File: src/bfba_pkg.sv
// ----------------------------------------------------------------------------
// bfba_pkg
// Shared types, field widths, codes and helpers of the best-fit allocator.
// ----------------------------------------------------------------------------
package bfba_pkg;

	// Field widths of the request and response transactions
	localparam int unsigned FUNC_W       = 1;
	localparam int unsigned INDEX_W      = 4;
	localparam int unsigned SIZE_VALUE_W = 16;
	localparam int unsigned STATUS_W     = 2;

	// Configuration register
	localparam int unsigned COUNT_W      = 5;
	localparam int unsigned APB_ADDR_W   = 3;
	localparam int unsigned APB_DATA_W   = 32;
	localparam logic [APB_ADDR_W-3:0] REG_BLOCK_COUNT = '0;
	localparam logic [COUNT_W-1:0]    COUNT_RESET     = 5'd16;

	// Defaults of the top-level parameters
	localparam int unsigned DEF_NUM_BLOCKS = 16;
	localparam int unsigned DEF_SIZE_WIDTH = 16;

	// Operation codes
	localparam logic [FUNC_W-1:0] FUNC_LOAD  = 1'b0;
	localparam logic [FUNC_W-1:0] FUNC_ALLOC = 1'b1;

	// Response status codes
	localparam logic [STATUS_W-1:0] STATUS_LOADED = 2'd0;
	localparam logic [STATUS_W-1:0] STATUS_ALLOC  = 2'd1;
	localparam logic [STATUS_W-1:0] STATUS_NO_FIT = 2'd2;

	// Controller -> datapath
	typedef struct packed {
		logic capture;     // latch request fields
		logic scan_start;  // clear scan pointer and best candidate
		logic scan_rd;     // read entry at scan pointer, advance pointer
		logic wb;          // write back table entry, load response register
	} bfba_cmd_t;

	// Datapath -> controller
	typedef struct packed {
		logic is_alloc;    // captured request is an allocate
		logic scan_done;   // every entry in use has been read
	} bfba_sts_t;

	// Index width for a table of n entries (at least one bit)
	function automatic int unsigned idx_w(input int unsigned n);
		return (n > 1) ? $clog2(n) : 1;
	endfunction

endpackage

File: src/bfba_if.sv
// ----------------------------------------------------------------------------
// bfba_req_if / bfba_rsp_if
// Valid/ready channels for allocator requests and responses.
// ----------------------------------------------------------------------------
interface bfba_req_if import bfba_pkg::*; ();
	logic                    valid;
	logic                    ready;
	logic [FUNC_W-1:0]       func;
	logic [INDEX_W-1:0]      load_index;
	logic [SIZE_VALUE_W-1:0] size_value;

	modport source (output valid, func, load_index, size_value, input ready);
	modport sink   (input valid, func, load_index, size_value, output ready);
endinterface

interface bfba_rsp_if import bfba_pkg::*; ();
	logic                    valid;
	logic                    ready;
	logic [STATUS_W-1:0]     status;
	logic [INDEX_W-1:0]      chosen_block;
	logic [SIZE_VALUE_W-1:0] remaining_size;

	modport source (output valid, status, chosen_block, remaining_size, input ready);
	modport sink   (input valid, status, chosen_block, remaining_size, output ready);
endinterface

File: src/best_fit_block_allocator.sv
// Sequence: a load goes IDLE -> SCAN -> WRITE_BACK; an allocate reads
//   N = min(block_count, NUM_BLOCKS) entries in SCAN, one table read per cycle.
// Throughput: one transaction at a time; the next request is accepted once
//   the previous one is written back (response may still be waiting).
// Reset: arst_n clears the table (valid bits), block_count to 16, no response.
// ----------------------------------------------------------------------------
// best_fit_block_allocator
// Best-fit allocator over a table of block free sizes, APB-configured count.
// ----------------------------------------------------------------------------
module best_fit_block_allocator import bfba_pkg::*; #(
	parameter int unsigned NUM_BLOCKS = DEF_NUM_BLOCKS,  // 1 .. 16
	parameter int unsigned SIZE_WIDTH = DEF_SIZE_WIDTH   // 4 .. 32
) (
	input  logic                  clk,
	input  logic                  arst_n,
	// APB configuration port
	input  logic                  psel,
	input  logic                  penable,
	input  logic                  pwrite,
	input  logic [APB_ADDR_W-1:0] paddr,
	input  logic [APB_DATA_W-1:0] pwdata,
	output logic [APB_DATA_W-1:0] prdata,
	output logic                  pready,
	// transaction channels
	bfba_req_if.sink              req,
	bfba_rsp_if.source            rsp
);

	// ------------------------------------------------------------------
	// Configuration register: block_count at byte address 0.
	// Low address bits are ignored; only the word index is decoded.
	// ------------------------------------------------------------------
	logic [COUNT_W-1:0] block_count_q;
	logic               cfg_wr;
	logic               sel_count;

	assign pready    = 1'b1;
	assign sel_count = (paddr[APB_ADDR_W-1:2] == REG_BLOCK_COUNT);
	assign cfg_wr    = psel && penable && pwrite && pready;
	assign prdata    = sel_count ? APB_DATA_W'(block_count_q) : '0;

	always_ff @(posedge clk or negedge arst_n) begin
		if (!arst_n) begin
			block_count_q <= COUNT_RESET;
		end else if (cfg_wr && sel_count) begin
			block_count_q <= pwdata[COUNT_W-1:0];
		end
	end

	// ------------------------------------------------------------------
	// Controller and datapath.
	// Controller: IDLE -> SCAN (allocate reads one entry per cycle) ->
	// WRITE_BACK (waits for a free response register). The datapath holds
	// the table in RAM with per-entry valid bits so reset needs no sweep.
	// ------------------------------------------------------------------
	bfba_cmd_t cmd;
	bfba_sts_t sts;

	bfba_ctrl u_ctrl (
		.clk       (clk),
		.arst_n    (arst_n),
		.req_valid (req.valid),
		.req_ready (req.ready),
		.rsp_valid (rsp.valid),
		.rsp_ready (rsp.ready),
		.sts       (sts),
		.cmd       (cmd)
	);

	bfba_dp #(
		.NUM_BLOCKS (NUM_BLOCKS),
		.SIZE_WIDTH (SIZE_WIDTH)
	) u_dp (
		.clk            (clk),
		.arst_n         (arst_n),
		.cmd            (cmd),
		.sts            (sts),
		.block_count    (block_count_q),
		.func           (req.func),
		.load_index     (req.load_index),
		.size_value     (req.size_value),
		.status         (rsp.status),
		.chosen_block   (rsp.chosen_block),
		.remaining_size (rsp.remaining_size)
	);

	// ------------------------------------------------------------------
	// Checks
	// ------------------------------------------------------------------
`ifndef ASSERT_OFF
	// one transaction in flight: ready drops after an accept
	a_one_in_flight: assert property (@(posedge clk) disable iff (!arst_n)
		req.valid && req.ready |=> !req.ready)
		else $error("request accepted while another transaction in flight");

	// a failed allocation reports zero index and zero size
	a_no_fit_zero: assert property (@(posedge clk) disable iff (!arst_n)
		rsp.valid && (rsp.status == STATUS_NO_FIT) |->
			(rsp.chosen_block == '0) && (rsp.remaining_size == '0))
		else $error("not-allocated response carries nonzero fields");

	// a response appears only after a write-back
	a_rsp_after_wb: assert property (@(posedge clk) disable iff (!arst_n)
		$rose(rsp.valid) |-> $past(cmd.wb))
		else $error("response raised without write-back");

	// no table read in the same cycle as a write-back or an accept
	a_rd_wb_excl: assert property (@(posedge clk) disable iff (!arst_n)
		cmd.scan_rd |-> !cmd.wb && !req.ready)
		else $error("scan read overlaps write-back or accept");
`endif

endmodule

File: src/bfba_ram.sv
// ----------------------------------------------------------------------------
// bfba_ram
// Generic single-write, single-read RAM with registered read data.
// ----------------------------------------------------------------------------
module bfba_ram import bfba_pkg::*; #(
	parameter int unsigned WIDTH = DEF_SIZE_WIDTH,
	parameter int unsigned DEPTH = DEF_NUM_BLOCKS
) (
	input  logic                    clk,
	input  logic                    we,
	input  logic [idx_w(DEPTH)-1:0] waddr,
	input  logic [WIDTH-1:0]        wdata,
	input  logic                    re,
	input  logic [idx_w(DEPTH)-1:0] raddr,
	output logic [WIDTH-1:0]        rdata
);

	logic [WIDTH-1:0] mem [DEPTH];

	always_ff @(posedge clk) begin
		if (we) begin
			mem[waddr] <= wdata;
		end
		if (re) begin
			rdata <= mem[raddr];
		end
	end

endmodule

File: src/bfba_ctrl.sv
// ----------------------------------------------------------------------------
// bfba_ctrl
// Sequencer: accept, scan the table one entry per cycle for an allocate, write back, respond.
// ----------------------------------------------------------------------------
module bfba_ctrl import bfba_pkg::*; (
	input  logic      clk,
	input  logic      arst_n,
	input  logic      req_valid,
	output logic      req_ready,
	output logic      rsp_valid,
	input  logic      rsp_ready,
	input  bfba_sts_t sts,
	output bfba_cmd_t cmd
);

	typedef enum logic [1:0] {
		IDLE,
		SCAN,
		WRITE_BACK
	} state_t;

	state_t state_q;
	logic   out_valid_q;
	logic   out_free;

	// response register can take a new transaction this cycle
	assign out_free  = !out_valid_q || rsp_ready;
	assign req_ready = (state_q == IDLE);
	assign rsp_valid = out_valid_q;

	always_comb begin
		cmd = '0;
		unique case (state_q)
			IDLE: begin
				cmd.capture    = req_valid;
				cmd.scan_start = req_valid;
			end
			SCAN: begin
				cmd.scan_rd = !sts.scan_done;
			end
			WRITE_BACK: begin
				cmd.wb = out_free;
			end
			default: begin
				cmd = '0;
			end
		endcase
	end

	always_ff @(posedge clk or negedge arst_n) begin
		if (!arst_n) begin
			state_q     <= IDLE;
			out_valid_q <= 1'b0;
		end else begin
			if (cmd.wb) begin
				out_valid_q <= 1'b1;
			end else if (rsp_ready) begin
				out_valid_q <= 1'b0;
			end
			unique case (state_q)
				IDLE: begin
					if (req_valid) begin
						state_q <= SCAN;
					end
				end
				SCAN: begin
					// loads skip the search
					if (!sts.is_alloc || sts.scan_done) begin
						state_q <= WRITE_BACK;
					end
				end
				WRITE_BACK: begin
					if (out_free) begin
						state_q <= IDLE;
					end
				end
				default: begin
					state_q <= IDLE;
				end
			endcase
		end
	end

endmodule

File: src/bfba_dp.sv
// ----------------------------------------------------------------------------
// bfba_dp
// Free-size table, scan pointer, best-candidate tracker and response register.
// ----------------------------------------------------------------------------
module bfba_dp import bfba_pkg::*; #(
	parameter int unsigned NUM_BLOCKS = DEF_NUM_BLOCKS,
	parameter int unsigned SIZE_WIDTH = DEF_SIZE_WIDTH
) (
	input  logic                    clk,
	input  logic                    arst_n,
	input  bfba_cmd_t               cmd,
	output bfba_sts_t               sts,
	input  logic [COUNT_W-1:0]      block_count,
	input  logic [FUNC_W-1:0]       func,
	input  logic [INDEX_W-1:0]      load_index,
	input  logic [SIZE_VALUE_W-1:0] size_value,
	output logic [STATUS_W-1:0]     status,
	output logic [INDEX_W-1:0]      chosen_block,
	output logic [SIZE_VALUE_W-1:0] remaining_size
);

	localparam int unsigned IDX_W = idx_w(NUM_BLOCKS);
	localparam int unsigned CNT_W = idx_w(NUM_BLOCKS + 1);

	// captured request
	logic [FUNC_W-1:0]     func_q;
	logic [INDEX_W-1:0]    index_q;
	logic [SIZE_WIDTH-1:0] size_q;

	// scan
	logic [CNT_W-1:0]      ptr_q;
	logic [CNT_W-1:0]      active_n;
	logic                  rd_s1;
	logic                  vld_s1;
	logic [IDX_W-1:0]      idx_s1;
	logic [SIZE_WIDTH-1:0] rdata;
	logic [SIZE_WIDTH-1:0] entry_val;
	logic                  hit;

	// best candidate
	logic                  found_q;
	logic [SIZE_WIDTH-1:0] best_val_q;
	logic [IDX_W-1:0]      best_idx_q;

	// table
	logic [NUM_BLOCKS-1:0] vld_q;
	logic                  in_range;
	logic                  ram_we;
	logic [IDX_W-1:0]      ram_waddr;
	logic [SIZE_WIDTH-1:0] ram_wdata;
	logic [SIZE_WIDTH-1:0] alloc_left;

	assign active_n = (32'(block_count) > 32'(NUM_BLOCKS)) ? CNT_W'(NUM_BLOCKS)
	                                                        : CNT_W'(block_count);

	assign sts.is_alloc  = (func_q == FUNC_ALLOC);
	assign sts.scan_done = (ptr_q == active_n);

	// never-written entries read as zero
	assign entry_val = vld_s1 ? rdata : '0;
	assign hit       = rd_s1 && (entry_val >= size_q) && (!found_q || entry_val < best_val_q);

	assign in_range   = 32'(index_q) < 32'(NUM_BLOCKS);
	assign alloc_left = best_val_q - size_q;
	assign ram_we     = cmd.wb && (sts.is_alloc ? found_q : in_range);
	assign ram_waddr  = sts.is_alloc ? best_idx_q : IDX_W'(index_q);
	assign ram_wdata  = sts.is_alloc ? alloc_left : size_q;

	bfba_ram #(
		.WIDTH (SIZE_WIDTH),
		.DEPTH (NUM_BLOCKS)
	) u_ram (
		.clk   (clk),
		.we    (ram_we),
		.waddr (ram_waddr),
		.wdata (ram_wdata),
		.re    (cmd.scan_rd),
		.raddr (ptr_q[IDX_W-1:0]),
		.rdata (rdata)
	);

	always_ff @(posedge clk or negedge arst_n) begin
		if (!arst_n) begin
			vld_q   <= '0;
			rd_s1   <= 1'b0;
			found_q <= 1'b0;
			ptr_q   <= '0;
		end else begin
			rd_s1 <= cmd.scan_rd;
			if (ram_we) begin
				vld_q[ram_waddr] <= 1'b1;
			end
			if (cmd.scan_start) begin
				ptr_q <= '0;
			end else if (cmd.scan_rd) begin
				ptr_q <= ptr_q + CNT_W'(1);
			end
			if (cmd.scan_start) begin
				found_q <= 1'b0;
			end else if (hit) begin
				found_q <= 1'b1;
			end
		end
	end

	always_ff @(posedge clk) begin
		if (cmd.capture) begin
			func_q  <= func;
			index_q <= load_index;
			size_q  <= SIZE_WIDTH'(size_value);
		end
		if (cmd.scan_rd) begin
			vld_s1 <= vld_q[ptr_q[IDX_W-1:0]];
			idx_s1 <= ptr_q[IDX_W-1:0];
		end
		if (hit) begin
			best_val_q <= entry_val;
			best_idx_q <= idx_s1;
		end
		if (cmd.wb) begin
			if (!sts.is_alloc) begin
				status         <= STATUS_LOADED;
				chosen_block   <= index_q;
				remaining_size <= in_range ? SIZE_VALUE_W'(size_q) : '0;
			end else if (found_q) begin
				status         <= STATUS_ALLOC;
				chosen_block   <= INDEX_W'(best_idx_q);
				remaining_size <= SIZE_VALUE_W'(alloc_left);
			end else begin
				status         <= STATUS_NO_FIT;
				chosen_block   <= '0;
				remaining_size <= '0;
			end
		end
	end

endmodule

File: src/flat_wrapper.sv
// flat-port wrapper written by rule: the top's interface ports become plain ports
module best_fit_block_allocator_flat import bfba_pkg::*;
#(
	parameter int unsigned NUM_BLOCKS = DEF_NUM_BLOCKS,            
	parameter int unsigned SIZE_WIDTH = DEF_SIZE_WIDTH             
)
  (clk, arst_n, psel, penable, pwrite, paddr, pwdata, prdata, pready, req_valid, req_func, req_load_index, req_size_value, req_ready, rsp_valid, rsp_status, rsp_chosen_block, rsp_remaining_size, rsp_ready);
  bfba_req_if req_i ();
  bfba_rsp_if rsp_i ();
  input  logic clk;
  input  logic arst_n;
  input  logic psel;
  input  logic penable;
  input  logic pwrite;
  input  logic [APB_ADDR_W-1:0] paddr;
  input  logic [APB_DATA_W-1:0] pwdata;
  output logic [APB_DATA_W-1:0] prdata;
  output logic pready;
  input wire logic [$bits(req_i.valid)-1:0] req_valid;
  input wire logic [$bits(req_i.func)-1:0] req_func;
  input wire logic [$bits(req_i.load_index)-1:0] req_load_index;
  input wire logic [$bits(req_i.size_value)-1:0] req_size_value;
  output wire logic [$bits(req_i.ready)-1:0] req_ready;
  output wire logic [$bits(rsp_i.valid)-1:0] rsp_valid;
  output wire logic [$bits(rsp_i.status)-1:0] rsp_status;
  output wire logic [$bits(rsp_i.chosen_block)-1:0] rsp_chosen_block;
  output wire logic [$bits(rsp_i.remaining_size)-1:0] rsp_remaining_size;
  input wire logic [$bits(rsp_i.ready)-1:0] rsp_ready;
  assign req_i.valid = req_valid;
  assign req_i.func = req_func;
  assign req_i.load_index = req_load_index;
  assign req_i.size_value = req_size_value;
  assign req_ready = req_i.ready;
  assign rsp_valid = rsp_i.valid;
  assign rsp_status = rsp_i.status;
  assign rsp_chosen_block = rsp_i.chosen_block;
  assign rsp_remaining_size = rsp_i.remaining_size;
  assign rsp_i.ready = rsp_ready;
  best_fit_block_allocator #(.NUM_BLOCKS(NUM_BLOCKS), .SIZE_WIDTH(SIZE_WIDTH)) u_core (.clk(clk), .arst_n(arst_n), .psel(psel), .penable(penable), .pwrite(pwrite), .paddr(paddr), .pwdata(pwdata), .prdata(prdata), .pready(pready), .req(req_i), .rsp(rsp_i));
endmodule
File: config.mk
export PLATFORM = sky130hd
export DESIGN_NAME = best_fit_block_allocator_flat
export DESIGN_NICKNAME = d
export VERILOG_FILES = /design/src/bfba_pkg.sv /design/src/bfba_if.sv /design/src/best_fit_block_allocator.sv /design/src/bfba_ram.sv /design/src/bfba_ctrl.sv /design/src/bfba_dp.sv /design/src/flat_wrapper.sv
export SDC_FILE = /design/constraint.sdc
export NUM_CORES = 1
export LEC_CHECK = 0
export ABC_AREA = 1
export BUFFER_PORTS_ARGS = -buffer_cell sky130_fd_sc_hd__buf_2
export CAP_MARGIN = 0
export CORE_MARGIN = 4
export CORE_UTILIZATION = 50
export CTS_CLUSTER_SIZE = 30
export DETAILED_ROUTE_END_ITERATION = 16
export PLACE_DENSITY_LB_ADDON = 0.25
export REMOVE_ABC_BUFFERS = 1
export SLEW_MARGIN = 20
export SYNTH_ARGS = -nofsm -noshare
export SYNTH_HDL_FRONTEND = slang
export SYNTH_SLANG_ARGS = --single-unit
File: constraint.sdc
create_clock -name clk -period 3.1 [get_ports clk]
set_input_delay 0.155 -clock clk [delete_from_list [all_inputs] [get_ports clk]]
set_output_delay 0.155 -clock clk [all_outputs]
set_load 0.005 [all_outputs]
## Yosys cells after proc, flatten, opt, wreduce, memory -nomap -nowiden

Memory sizes are Yosys's and may differ from the RTL's. A register that Yosys moved wholly into a read port is not among the register bits.
Cells that the tools add are included.
Widths: inputs -> output; s select.

| storage, ports and cells | value |
|---|---|
| word-level logic and storage cells | 83 |
| input bits | 63 |
| register bits | 99 |
| RAM bits | 256 |
| memories kept | 1 |
| output and inout bits | 57 |

Memory list:

| name | depth | bits a word | rd ports | clocked after Yosys merged registers in | wr ports | line | RTL |
|---|---|---|---|---|---|---|---|
| u_core.u_dp.u_ram.mem | 16 | 16 | 1 | 1 | 1 | bfba_ram.sv:18 | `logic [WIDTH-1:0] mem [DEPTH];` |

| cells by class | value |
|---|---|
| bitwise operators | 2 |
| $add $sub $neg | 2 |
| equality and inequality tests | 6 |
| magnitude comparators | 6 |
| multiplexer cells | 30 |
| reductions and logical operators | 19 |

Operators with widths:

| operator | number |
|---|---|
| $mux 16 | 4 |
| $mux 5 | 4 |
| $ge 16x16->1 | 1 |
| $lt 16x16->1 | 1 |
| $or 16x16->16 | 1 |
| $sub 16x16->16 | 1 |
| $mux 4 | 3 |
| $mux 1 | 11 |
| $lt 4x5->1 const B | 2 |
| $mux 2 | 5 |
| $logic_and 1x1->1 | 7 |
| $ne 2x2->1 const B | 3 |
| $pmux 2 s3 | 1 |
| $reduce_bool 2->1 | 3 |
| $add 5x1->5 const B | 1 |
| $eq 5x5->1 | 1 |
| $gt 5x5->1 const B | 1 |
| $bmux 1 s4 | 1 |
| $demux 1 s4 | 1 |
| $ge 4x1->1 const B | 1 |
| $logic_not 1->1 | 4 |
| $logic_or 1x1->1 | 3 |
| $reduce_and 3->1 | 1 |
| $eq 2x1->1 const B | 1 |
| other kinds (3) | 3 |

## Longest topological paths before layout

| logic depth | value |
|---|---|
| depth in word-level cells | 7 |
| depth in mapped cells | 14 |
| depth with buffers taken out | 13 |

## Cells and area by module

Synthesis repeated with hierarchy kept, for this count alone.

| second synthesis, totals | value |
|---|---|
| cells, all modules | 1759 |
| area total of the unflattened synthesis | 17521.8 µm² |

Modules (own cells, without submodules):

| module | sequential area each (µm²) | cells an instance | instances | area each (µm²) |
|---|---|---|---|---|
| bfba_ram | 8167.8 | 1074 | 1 | 11541.1 |
| bfba_dp | 2617.5 | 594 | 1 | 5335.1 |
| best_fit_block_allocator | 126.4 | 65 | 1 | 478.0 |
| bfba_ctrl | 75.1 | 26 | 1 | 167.7 |

## Worst setup path before layout

Ideal clock, no wire load.

| timing | value |
|---|---|
| path kind | register to register |
| start | register u_core.u_dp.vld_s1 |
| end | register u_core.u_dp.best_idx_q[0] (enable) |
| data required time | 2696 ps |
| setup time | 404 ps |
| arrival | 2678 ps |
| clock period less this slack | 3082 ps |
| setup slack | 18 ps |
| cell stages (with the launch flop) | 14 |
| path buffers | 2 |
| cell sequence | edfxtp_1 buf_4 clkbuf_1 nand2_1 inv_1 ha_1 nand2_1 inv_1 nand3_1 nor3_1 nand3_1 nand3_1 nand2_1 a21oi_1 |

| on the way | value |
|---|---|
| word-level cells in the longest chain between the ends | 4 |
| elaborated cells on any way between the ends | 6 |
| classes of those cells | 2 x order compare; 1 x mux; 3 x reduce/logical |

RTL lines:

| what | line | RTL |
|---|---|---|
| start, declared | bfba_dp.sv:34 | `logic vld_s1;` |
| start signal, assigned | bfba_dp.sv:113 | `vld_s1 <= vld_q[ptr_q[IDX_W-1:0]];` |
| $mux 16 (*) | bfba_dp.sv:60 | `assign entry_val = vld_s1 ? rdata : '0;` |
| named net u_core.u_dp.entry_val[15] | bfba_dp.sv:37 | `logic [SIZE_WIDTH-1:0] entry_val;` |
| $ge 16x16->1 or $lt 16x16->1 (tied branches) | bfba_dp.sv:61 | `assign hit = rd_s1 && (entry_val >= size_q) && (!found_q \|\| entry_val < best_val_q);` |
| $logic_and 1x1->1 or $logic_or 1x1->1 (tied branches) | bfba_dp.sv:61 |  |
| $logic_and 1x1->1 (*) | bfba_dp.sv:61 |  |
| named net u_core.u_dp.hit | bfba_dp.sv:38 | `logic hit;` |
| end signal, assigned | bfba_dp.sv:118 | `best_idx_q <= idx_s1;` |
| end, declared | bfba_dp.sv:43 | `logic [IDX_W-1:0] best_idx_q;` |

The timed path passes the listed nets; every way through them passes the cells marked *.
A chain may end at the register's enable or synchronous reset.

## Worst setup path after layout

| timing | value |
|---|---|
| start | register u_core.u_dp.best_val_q[0] |
| end | memory u_core.u_dp.u_ram.mem[9][14] in the netlist's numbering, data pin |

| on the way | value |
|---|---|
| word-level cells in the longest chain between the ends | 2 |

RTL lines:

| what | line | RTL |
|---|---|---|
| start, declared | bfba_dp.sv:42 | `logic [SIZE_WIDTH-1:0] best_val_q;` |
| start signal, assigned | bfba_dp.sv:117 | `best_val_q <= entry_val;` |
| $sub 16x16->16 | bfba_dp.sv:64 | `assign alloc_left = best_val_q - size_q;` |
| $mux 16 | bfba_dp.sv:67 | `assign ram_wdata = sts.is_alloc ? alloc_left : size_q;` |
| named net u_core.u_dp.ram_wdata[14] | bfba_dp.sv:50 | `logic [SIZE_WIDTH-1:0] ram_wdata;` |
| end, declared | bfba_ram.sv:18 |  |

The timed path passes the listed nets, and every way through them passes these cells.

==> metrics.cfg <==
[synthesis]
synth_enable_flop_cells = 340
avgSynthCellArea_um2 = 11.7
ys_async_rst_share_pct = 8.36
syn-cell-area_um2 = 16300
yosysUniqueCellTypes = 45
synth_warnings = 0
synth-seq-cells = 371
ys_seq_area_share_pct = 67.6
synthesis.instances = 1396
synth-main-ff-cell = sky130_fd_sc_hd__edfxtp_1

[cts]
worst_setup_hold_path_clk_slew_ns = 0.06
postCtsSetupBuffers = 0
tritoncts = yes
h-tree-depth = 2
clock_sink_count = 371
clk_latency_ns = 0.54
clock_tree_buf_depth = 3
tritoncts.num_buffers = 39
ctsRootBufferMaster = sky130_fd_sc_hd__clkbuf_16

[floorplanning]
floorplan_core_area_um2 = 31800
start_util_pct = 51.1
die_height_um = 188
die_area_um2 = 35500
die_w_um = 188
io-pin-count = 120
std_cell_rows = 65

[worst_setup_path]
worst-setup-path-type = flip-flop to flip-flop
critPathSlowestCell = sky130_fd_sc_hd__fa_1
critPathCaptureType = flip-flop
worstPathRequired_ns = 3.24
rr_startpoint = u_core.u_dp.best_val_q[0]
worst_r2r_path_depth = 12
critical-path-max-stage-delay_ns = 0.42
crit_path_cell_trace = inv_1, ha_1, inv_1, fa_1, nand3_1, nand3_2, a21boi_2, inv_1, nand2_1, nand3_1, nand3_1, nand2_1
worst_ep_arrival_time_ns = 2.73
reg2reg_slack_ns = 0.51
worst_setup_path_start_kind = flip-flop
startpoint = u_core.u_dp.best_val_q[0]
timing.critical_path.fanout_max = 16
crit-reg2reg-capture = u_core.u_dp.u_ram.mem[9][14]

[hold_path]
hold_critical_path_depth = 3
hold_path_endpoint = u_core.block_count_q[4]
hold_path_startpoint = pwrite
worst_hold_path_type = input port to flip-flop

[timing]
worst-slew-pin-transition_ns = 1.12
finalSetupViolations = 0
final-max-slew-violation-count = 0
layout_worst_path_cycle_share_pct = 83.6
final_period_minus_worst_setup_slack_ns = 2.59
rsz0062_at_grt = false
timing.clock.skew_ns = 0.0205
worst_slew_margin_rel_pct = 25.2
clock.fmax_mhz = 386
timing.final.hold_violations = 0

[drt]
first_pass_iters = 6
route.vias.total = 10728
drc = 0
iteration_0_drc_markers = 798
wl_um = 37500
wire_per_inst_um = 19.0
antenna_left = 0
detail_route.vias_per_cell = 5.45

[job]
max-cap-violations = 0

[global_routing]
grt_total_ovfl = 0
antenna_found_initial = 0
maximum_number_of_pins_on_one_net_before_global_route_repair = 61
grt_pass1_vias = 10591
grt_pass1_wl_um = 58000
grt.total_usage_pct = 20.8

[layout]
post_layout_utilization_of_the_core_pct = 58.4
finish.net_count = 1616
layout-area-overhead-vs-synth_pct = 14.2
n_antenna_cell = 0
drive_above_1_share_pct = 12.8
post_route_cell_area_um2 = 18600

[pwr]
power_mw = 16.0
proportion_of_power_drawn_by_flip_flops_and_latches_pct = 43.2
ir_drop_uv = 446
switchingPower_mw = 5.34
clock_power_share_pct = 28.1
cell_internal_pwr_mw = 10.7
power_per_cell_area_nw_per_um2 = 862
leakagePower_nw = 7.20
power_switching_share_pct = 33.4
power.share.combinational_pct = 28.7

[placement]
globalplace.congestion = 0.841
placed_cell_area_um2 = 17100
number_of_i_o_port_buffers = 62
dpl_wire_length_um = 23100

[run_status]
run_status = completed

==> cells in the mapped netlist, types with 2 or more instances <==
cell type | instances | area share, %
sky130_fd_sc_hd__edfxtp_1 | 340 | 63
sky130_fd_sc_hd__nand2_1 | 207 | 4.8
sky130_fd_sc_hd__nor2_1 | 179 | 4.1
sky130_fd_sc_hd__o21ai_0 | 120 | 3.7
sky130_fd_sc_hd__inv_1 | 98 | 2.3
sky130_fd_sc_hd__o22ai_1 | 65 | 2.5
sky130_fd_sc_hd__a21oi_1 | 46 | 1.4
sky130_fd_sc_hd__ha_1 | 45 | 3.5
sky130_fd_sc_hd__o21ai_1 | 43 | 1.3
sky130_fd_sc_hd__nand3_1 | 38 | 1.2
sky130_fd_sc_hd__buf_4 | 35 | 1.6
sky130_fd_sc_hd__dfrtp_1 | 30 | 4.6
sky130_fd_sc_hd__clkbuf_1 | 25 | 0.58
sky130_fd_sc_hd__buf_2 | 20 | 0.62
sky130_fd_sc_hd__nand4_1 | 20 | 0.77
sky130_fd_sc_hd__xor2_1 | 10 | 0.54
sky130_fd_sc_hd__or2_1 | 8 | 0.31
sky130_fd_sc_hd__buf_6 | 7 | 0.48
sky130_fd_sc_hd__o21a_1 | 7 | 0.32
sky130_fd_sc_hd__inv_2 | 6 | 0.14
sky130_fd_sc_hd__nor2_2 | 5 | 0.19
sky130_fd_sc_hd__nor3_1 | 5 | 0.15
sky130_fd_sc_hd__a21o_1 | 4 | 0.18
sky130_fd_sc_hd__nand3_2 | 4 | 0.25
sky130_fd_sc_hd__xnor2_1 | 4 | 0.22
sky130_fd_sc_hd__nand2_2 | 3 | 0.12
sky130_fd_sc_hd__conb_1 | 2 | 0.046
sky130_fd_sc_hd__nor2_4 | 2 | 0.14
sky130_fd_sc_hd__o31ai_1 | 2 | 0.092
==> critical path, delay by kind of cell, from the launching register on <==
kind            cells  cell delay (ns)
fa+ha+maj           2             0.56
flops               1             0.37
simple gates        6             0.90
buf+inv             3             0.21
compound gates      1             0.19
==> state kept, by name, summed over array words and instances (netlist names), 2 cells and up <==
signal and count:
u_core.u_dp.u_ram.mem 256, u_core.u_dp.best_val_q 16, u_core.u_dp.remaining_size 16, u_core.u_dp.size_q 16
u_core.u_dp.u_ram.rdata 16, u_core.u_dp.vld_q 16, u_core.block_count_q 5, u_core.u_dp.ptr_q 5
u_core.u_dp.best_idx_q 4, u_core.u_dp.chosen_block 4, u_core.u_dp.idx_s1 4, u_core.u_dp.index_q 4
u_core.u_ctrl.state_q 2, u_core.u_dp.status 2
==> power groups by stage <==
stage / registers (mW) / clock network (mW) / logic, mW
2_1_floorplan: 7.05 / 0 / 2.85
4_1_cts: 6.92 / 4.56 / 4.58
5_1_grt: 6.97 / 4.80 / 5.17
6_report: 6.92 / 4.49 / 4.60
3_5_place_dp: 7.02 / 0 / 4.54
3_3_place_gp: 7.00 / 0 / 4.41
==> area by class of cell <==
| class | count | area, µm² |
|---|---|---|
| clock buffers | 46 | 1000 |
| multi-input cells | 859 | 4490 |
| repair buffers | 131 | 938 |
| well taps | 435 | 544 |
| clock inverters | 22 | 216 |
| inverters | 105 | 397 |
| flip-flops and latches | 371 | 11000 |
| fillers | 2476 | 13200 |
==> layer usage <==
layer / GRT usage [%] / up-vias / wire [µm]
met3: 3.20 / 72 / 2230
met4: 5.89 / 0 / 825
li1: - / 5102 / -
met5: 0 / - / 0
met2: 36.8 / 340 / 18800
met1: 26.8 / 5214 / 15600
==> through the flow <==
| step | cells | setup WS, ns | setup TNS (ns) | hold WS, ns |
|---|---|---|---|---|
| 3_3_place_gp | 1872 | 0.373 | 0 | 0.255 |
| 6_report | 1969 | 0.509 | 0 | 0.125 |
| 5_1_grt | 1969 | 0.287 | 0 | 0.157 |
| 3_5_place_dp | 1872 | 0.342 | 0 | 0.263 |
| 2_1_floorplan | 1335 | -1.39 | -27.86 | -0.141 |
| 4_1_cts | 1969 | 0.332 | 0 | 0.105 |
==> cells by family after synthesis <==
| logic type | synth area share [%] |
|---|---|
| compound gates | 9.95 |
| xor+xnor | 0.754 |
| fa+ha+maj | 3.58 |
| buf+inv | 5.72 |
| flops | 67.6 |
| other cells | 0.0462 |
| simple gates | 12.4 |
==> worst max path at each step <==
stage               cells past startpoint  slack (ns)                           end
finish                                 12        0.51  u_core.u_dp.u_ram.mem[9][14]
global route                           12        0.29     u_core.u_dp.best_val_q[9]
detailed placement                      9        0.34   u_core.u_dp.u_ram.mem[8][6]
global placement                        9        0.37   u_core.u_dp.u_ram.mem[9][6]
CTS                                     9        0.33   u_core.u_dp.u_ram.mem[3][6]
floorplan                               5       -1.39   u_core.u_dp.u_ram.rdata[10]
==> cell usage in the layout, fill, tap and decap left out, types with 3 or more instances in the layout <==
master                          count
sky130_fd_sc_hd__nand4_1           20
sky130_fd_sc_hd__clkbuf_16         39
sky130_fd_sc_hd__dfrtp_1           28
sky130_fd_sc_hd__buf_12             3
sky130_fd_sc_hd__edfxtp_1         340
sky130_fd_sc_hd__buf_4             37
sky130_fd_sc_hd__inv_2              5
sky130_fd_sc_hd__nand2_2            3
sky130_fd_sc_hd__clkinv_1          12
sky130_fd_sc_hd__a21oi_1           45
sky130_fd_sc_hd__nand3_1           38
sky130_fd_sc_hd__dlygate4sd3_1     29
sky130_fd_sc_hd__a21o_1             4
sky130_fd_sc_hd__nor2_2            17
sky130_fd_sc_hd__inv_1             98
sky130_fd_sc_hd__nor2_1           167
sky130_fd_sc_hd__xnor2_1            4
sky130_fd_sc_hd__or2_1              8
sky130_fd_sc_hd__ha_1              45
sky130_fd_sc_hd__inv_6              3
sky130_fd_sc_hd__nand2_1          207
sky130_fd_sc_hd__o22ai_1           65
sky130_fd_sc_hd__xor2_1            10
sky130_fd_sc_hd__o21ai_2            3
sky130_fd_sc_hd__nand3_2            4
sky130_fd_sc_hd__o21ai_0          120
sky130_fd_sc_hd__nor3_1             5
sky130_fd_sc_hd__buf_2             62
sky130_fd_sc_hd__conb_1            28
sky130_fd_sc_hd__bufinv_16          4
sky130_fd_sc_hd__o21a_1             7
sky130_fd_sc_hd__o21ai_1           41
sky130_fd_sc_hd__clkbuf_1           7
==> timing repair <==
item	in CTS	in global routing
hold endpoints to repair	60	0
hold buffers	29	0
resized for setup	0	0
Power figures use the tool's default switching activity.
